--- config.mk ---
export PLATFORM = sky130hd
export DESIGN_NAME = pbkdf_sha_core
export DESIGN_NICKNAME = d
export VERILOG_FILES = /design/src/rtl/pbkdf_pkg.sv /design/src/rtl/pbkdf_sha_core.sv
export SDC_FILE = /design/constraint.sdc
export NUM_CORES = 2
export LEC_CHECK = 0
export BUFFER_PORTS_ARGS = -buffer_cell sky130_fd_sc_hd__buf_4
export CAP_MARGIN = 20
export CORE_AREA = 2 2 396 398
export CTS_CLUSTER_DIAMETER = 60
export DETAILED_ROUTE_END_ITERATION = 6
export DIE_AREA = 0 0 398 400
export GPL_TIMING_DRIVEN = 0
export PLACE_DENSITY = 0.7
export SYNTH_ARGS = -nofsm -noshare
export SYNTH_HDL_FRONTEND = slang
export SYNTH_SLANG_ARGS = --single-unit
--- constraint.sdc ---
create_clock -name clk -period 26.6 [get_ports clk]
set_input_delay 1.33 -clock clk [delete_from_list [all_inputs] [get_ports clk]]
set_output_delay 1.33 -clock clk [all_outputs]
set_load 0.03 [all_outputs]
--- src/rtl/pbkdf_pkg.sv ---
// Shared types, constants and SHA-256 helper functions for the PBKDF2 engine.
package pbkdf_pkg;

  localparam int unsigned MIN_ITERATIONS = 1000;
  localparam int unsigned MAX_PASSWORD_BYTES = 128;
  localparam int unsigned MAX_SALT_BYTES = 120;
  localparam int unsigned MAX_KEY_BYTES = 128;

  localparam logic [1:0] ACT_LOAD_PASSWORD = 2'd0;
  localparam logic [1:0] ACT_LOAD_SALT = 2'd1;
  localparam logic [1:0] ACT_DERIVE = 2'd2;
  localparam logic [1:0] ACT_IGNORED = 2'd3;

  localparam logic [1:0] REG_PASSWORD_LENGTH = 2'd0;
  localparam logic [1:0] REG_SALT_LENGTH = 2'd1;
  localparam logic [1:0] REG_ITERATION_COUNT = 2'd2;
  localparam logic [1:0] REG_KEY_LENGTH = 2'd3;

  localparam logic [255:0] SHA_IV = {
    32'h6a09e667, 32'hbb67ae85, 32'h3c6ef372, 32'ha54ff53a,
    32'h510e527f, 32'h9b05688c, 32'h1f83d9ab, 32'h5be0cd19
  };

  typedef struct packed {
    logic [1:0] action;
    logic [7:0] byte_value;
  } item_t;

  typedef struct packed {
    logic [63:0] key_word;
    logic [3:0]  valid_bytes;
    logic        last_word;
    logic        status;
  } result_t;

  function automatic logic [31:0] rotr(input logic [31:0] x, input int n);
    rotr = (x >> n) | (x << (32 - n));
  endfunction

  function automatic logic [31:0] sha_k(input logic [5:0] i);
    logic [31:0] k;
    case (i)
      6'd0: k = 32'h428a2f98;  6'd1: k = 32'h71374491;  6'd2: k = 32'hb5c0fbcf;
      6'd3: k = 32'he9b5dba5;  6'd4: k = 32'h3956c25b;  6'd5: k = 32'h59f111f1;
      6'd6: k = 32'h923f82a4;  6'd7: k = 32'hab1c5ed5;  6'd8: k = 32'hd807aa98;
      6'd9: k = 32'h12835b01;  6'd10: k = 32'h243185be; 6'd11: k = 32'h550c7dc3;
      6'd12: k = 32'h72be5d74; 6'd13: k = 32'h80deb1fe; 6'd14: k = 32'h9bdc06a7;
      6'd15: k = 32'hc19bf174; 6'd16: k = 32'he49b69c1; 6'd17: k = 32'hefbe4786;
      6'd18: k = 32'h0fc19dc6; 6'd19: k = 32'h240ca1cc; 6'd20: k = 32'h2de92c6f;
      6'd21: k = 32'h4a7484aa; 6'd22: k = 32'h5cb0a9dc; 6'd23: k = 32'h76f988da;
      6'd24: k = 32'h983e5152; 6'd25: k = 32'ha831c66d; 6'd26: k = 32'hb00327c8;
      6'd27: k = 32'hbf597fc7; 6'd28: k = 32'hc6e00bf3; 6'd29: k = 32'hd5a79147;
      6'd30: k = 32'h06ca6351; 6'd31: k = 32'h14292967; 6'd32: k = 32'h27b70a85;
      6'd33: k = 32'h2e1b2138; 6'd34: k = 32'h4d2c6dfc; 6'd35: k = 32'h53380d13;
      6'd36: k = 32'h650a7354; 6'd37: k = 32'h766a0abb; 6'd38: k = 32'h81c2c92e;
      6'd39: k = 32'h92722c85; 6'd40: k = 32'ha2bfe8a1; 6'd41: k = 32'ha81a664b;
      6'd42: k = 32'hc24b8b70; 6'd43: k = 32'hc76c51a3; 6'd44: k = 32'hd192e819;
      6'd45: k = 32'hd6990624; 6'd46: k = 32'hf40e3585; 6'd47: k = 32'h106aa070;
      6'd48: k = 32'h19a4c116; 6'd49: k = 32'h1e376c08; 6'd50: k = 32'h2748774c;
      6'd51: k = 32'h34b0bcb5; 6'd52: k = 32'h391c0cb3; 6'd53: k = 32'h4ed8aa4a;
      6'd54: k = 32'h5b9cca4f; 6'd55: k = 32'h682e6ff3; 6'd56: k = 32'h748f82ee;
      6'd57: k = 32'h78a5636f; 6'd58: k = 32'h84c87814; 6'd59: k = 32'h8cc70208;
      6'd60: k = 32'h90befffa; 6'd61: k = 32'ha4506ceb; 6'd62: k = 32'hbef9a3f7;
      default: k = 32'hc67178f2;
    endcase
    sha_k = k;
  endfunction

endpackage

--- src/rtl/pbkdf_sha_core.sv ---
// SHA-256 compression unit, one round per cycle with a rolling message schedule.
module pbkdf_sha_core import pbkdf_pkg::*; (
  input  logic         clk,
  input  logic         rst,
  input  logic         start,
  input  logic [255:0] hin,
  input  logic [511:0] blk,
  output logic         done,
  output logic [255:0] hout
);

  logic [31:0] v [8];
  logic [31:0] w [16];
  logic [255:0] hreg;
  logic [6:0] round;
  logic running;

  logic [31:0] s1, ch, t1, s0, maj, t2, wnew;

  always_comb begin
    s1 = rotr(v[4], 6) ^ rotr(v[4], 11) ^ rotr(v[4], 25);
    ch = (v[4] & v[5]) ^ (~v[4] & v[6]);
    t1 = v[7] + s1 + ch + sha_k(round[5:0]) + w[0];
    s0 = rotr(v[0], 2) ^ rotr(v[0], 13) ^ rotr(v[0], 22);
    maj = (v[0] & v[1]) ^ (v[0] & v[2]) ^ (v[1] & v[2]);
    t2 = s0 + maj;
    wnew = (rotr(w[14], 17) ^ rotr(w[14], 19) ^ (w[14] >> 10)) + w[9] +
           (rotr(w[1], 7) ^ rotr(w[1], 18) ^ (w[1] >> 3)) + w[0];
  end

  always_ff @(posedge clk) begin
    if (rst) begin
      running <= 1'b0;
      done <= 1'b0;
      round <= '0;
    end else begin
      done <= 1'b0;
      if (start) begin
        running <= 1'b1;
        round <= '0;
      end else if (running) begin
        if (round == 7'd64) begin
          running <= 1'b0;
          done <= 1'b1;
        end else begin
          round <= round + 7'd1;
        end
      end
    end
  end

  always_ff @(posedge clk) begin
    if (start) begin
      hreg <= hin;
      for (int i = 0; i < 8; i++) v[i] <= hin[255 - 32*i -: 32];
      for (int i = 0; i < 16; i++) w[i] <= blk[511 - 32*i -: 32];
    end else if (running) begin
      if (round == 7'd64) begin
        for (int i = 0; i < 8; i++) hout[255 - 32*i -: 32] <= hreg[255 - 32*i -: 32] + v[i];
      end else begin
        v[7] <= v[6]; v[6] <= v[5]; v[5] <= v[4]; v[4] <= v[3] + t1;
        v[3] <= v[2]; v[2] <= v[1]; v[1] <= v[0]; v[0] <= t1 + t2;
        for (int i = 0; i < 15; i++) w[i] <= w[i+1];
        w[15] <= wnew;
      end
    end
  end

endmodule

==> flow_summary.json <==
{
  "status": "finished, final reports clean",
  "wl_um": 305600,
  "critPathRequiredTime_ns": 27.13,
  "end_kind": "flip-flop",
  "yosysUniqueCellTypes": 86,
  "drc": 0,
  "synth_xor_area_frac": 0.06767,
  "synthArstFlopShare": 0,
  "startpoint_type": "flip-flop",
  "syn_area_um2": 76110,
  "min_period_ns": 9.564,
  "post-dp-hpwl_um": 249000,
  "core_um2": 155100,
  "worst_path_max_delay_cell": "xnor2_1",
  "synth_fp_nets": 8415,
  "seq_area_frac_synth": 0.5158,
  "muxShareOfSynthArea": 0.02949,
  "cpPeakStageDelay_ns": 0.64,
  "slew_headroom": 0.1931,
  "dieArea_um2": 159200,
  "timing.final.hold_violations": 0,
  "cts-root-buf": "clkbuf_16",
  "cts.repair.resized": 0,
  "timing.final.crit_share": 0.3595,
  "yosys_warnings": 0,
  "track_usage": 0.3753,
  "synth_adder_area_share": 0.1159,
  "clkSinkCount": 1321,
  "grt_overflow": 0,
  "setup_viol_count_final": 0,
  "area_delta_synth_final_pct": 20.94,
  "grt_pass1_vias": 59060,
  "num_vias": 60990,
  "clkLatencyLatePin_ns": 0.80,
  "hold_slack_ns": 0.4968,
  "final_nets": 9626,
  "cts_hold_buf": 0,
  "rsz0062_at_grt": "false",
  "postLayoutCellArea_um2": 92040,
  "path_common_cell": "xnor2_1",
  "via_per_inst": 5.819,
  "placed_cell_area_um2": 87080,
  "r2r_setup_slack_ns": 17.04,
  "std_cell_rows": 145,
  "postSynthAreaPerCell_um2": 10.78,
  "critPathArrivalTime_ns": 10.09,
  "drv_slew": 0,
  "synth_compound_area_frac": 0.1077,
  "cts-htree-levels": 4,
  "die_w_um": 398,
  "drv_cap": 0,
  "hold_path.class": "flip-flop to flip-flop",
  "cts_buffer_depth": 3,
  "synth_seq_cells": 1321,
  "cts_buffers": 150,
  "die_h_um": 400,
  "cts.clk_slew.worst_paths_ns": 0.06,
  "first_pass_iters": 6,
  "ios": 1028,
  "cp_max_fo": 5,
  "drive_gt1_frac": 0.1819,
  "syn_inst": 7059,
  "clock_skew_ns": 0.04014,
  "drt.antenna.violating_nets": 0,
  "grt_pass1_wl_um": 420900,
  "first_iter_violations": 6092,
  "io_buffers": 1027,
  "synth_top_family_by_area": "simple AND/OR/NAND/NOR gates",
  "synth_flop_cell": "edfxtp_1",
  "grt_start_max_net_pins": 108,
  "cts_tree": "done",
  "antenna_found_initial": 38,
  "max_freq_mhz": 104.6,
  "post_cts_buffers": 0,
  "wl_per_cell_um": 29.16,
  "path_class": "flip-flop to flip-flop",
  "worst_slew_pin_slew_ns": 1.210,
  "initial_core_util": 0.4906,
  "synth_simple_gate_area_frac": 0.1331,
  "synth_edf_count": 1280,
  "place_congestion": 1.021
}
placed cells by master, fill, tap and decap left out, types with 46 or more instances in the layout:
cell type,synthesis,final
inv_1,315,315
nand2b_1,63,62
o21ai_0,312,312
buf_4,0,1026
a21oi_1,325,325
nor2b_1,46,46
nand3_1,66,66
fa_1,195,195
xnor2_1,438,438
o21a_1,55,55
ha_1,390,390
a21o_1,187,187
a31oi_1,52,52
a211oi_1,63,63
xor2_1,150,150
mux2_2,194,194
nor2_1,262,261
edfxtp_1,1280,1280
clkbuf_1,267,297
nand2_1,1832,1832
clkbuf_16,0,153
Yosys cell counts, types with 11 or more instances:
master    count  area share
nand3_1      66      0.0043
o211ai_1     45      0.0044
o21ai_0     312       0.021
buf_2        17      0.0011
a21boi_0     21      0.0021
nor3_1       38      0.0025
and3_1       32      0.0026
edfxtp_1   1280        0.51
a31o_2       12      0.0014
o22ai_1      12     0.00099
nor3b_1      11      0.0011
and2_1       17      0.0014
dfxtp_1      41       0.011
nand2_1    1832       0.090
xor2_1      150       0.017
clkbuf_1    267       0.013
or2_2        13      0.0011
a21oi_1     325       0.021
o21bai_1     36      0.0036
o31ai_1      34      0.0034
nand2b_1     63      0.0052
or4_1        13      0.0013
o311ai_0     15      0.0017
inv_1       315       0.016
nor2b_1      46      0.0038
a221oi_1     12      0.0014
ha_1        390       0.064
nor2_1      262       0.013
a31oi_1      52      0.0043
fa_1        195       0.051
o21a_1       55      0.0054
nand4_1      17      0.0014
or3_1        27      0.0022
mux2_2      194       0.029
xnor2_1     438       0.050
a221o_1      12      0.0016
a21o_1      187       0.018
a211oi_1     63      0.0062
worst paths after layout:
| path | startpoint | endpoint | cells after the start |
|---|---|---|---|
| setup / recovery | v[0][155]$_DFFE_PP_ | v[0][31]$_DFFE_PP_ | 30 |
| setup reg to reg | v[0][155]$_DFFE_PP_ | v[0][31]$_DFFE_PP_ | 30 |
| hold / removal | w[10][15]$_DFFE_PP_ | w[9][15]$_DFFE_PP_ | 2 |
| hold reg to reg | w[10][15]$_DFFE_PP_ | w[9][15]$_DFFE_PP_ | 2 |
per-layer routing:
layer  vias up  track usage  wire length (µm)
li1      27240            -                 -
met1     30050       0.4747            117500
met2      3048       0.6110            144400
met3       645      0.07444             26020
met4        10       0.1970             17640
met5         -            0                71
critical path: cells and delay by family, from the launching register on:
family / cells / cell delay, ns
xor+xnor: 7 / 2.02
fa+ha+maj: 5 / 2.43
buf+inv: 4 / 1.00
simple gates: 5 / 1.06
compound gates: 9 / 2.37
flops: 1 / 0.42
area by class of cell:
| type | instances | area, µm² |
|---|---|---|
| Inverter | 319 | 1200 |
| Clock buffer | 189 | 4014 |
| Timing Repair Buffer | 1059 | 8407 |
| Multi-Input combinational cell | 5130 | 34560 |
| Buffer | 289 | 1107 |
| Antenna cell | 30 | 75.07 |
| Clock inverter | 86 | 849.6 |
| Fill cell | 13000 | 63070 |
| Tap cell | 2058 | 2575 |
| Sequential cell | 1321 | 39260 |
cell families after synthesis:
family,count (synthesis)
buffers and inverters,608
adders and majority gates,589
xor gates and xnor gates,588
AOI/OAI and AO/OA,1286
DFF,1321
muxes,200
and+or+nand+nor,2467
stage by stage:
| step | worst slack [ns] | setup TNS, ns | cells | util |
|---|---|---|---|---|
| final | 17.04 | 0 | 10480 | 0.5934 |
| after global routing | 16.77 | 0 | 10480 | 0.5934 |
| after CTS | 17.08 | 0 | 10450 | 0.5927 |
| after detailed placement | 17.13 | 0 | 10170 | 0.5614 |
| after global placement | -7.332 | -5543.41 | 10140 | 0.5570 |
| after floorplan | 5.245 | 0 | 7059 | - |
state kept, by name, summed over array words and instances (netlist names), named ones only:
| name | cells |
|---|---|
| done | 1 |
| v | 256 |
| hreg | 256 |
| running | 1 |
| hout | 256 |
| w | 512 |
| round | 7 |
Power is not shown: default switching activity piles up to over one toggle a cycle in this logic, so the estimate is an artifact.
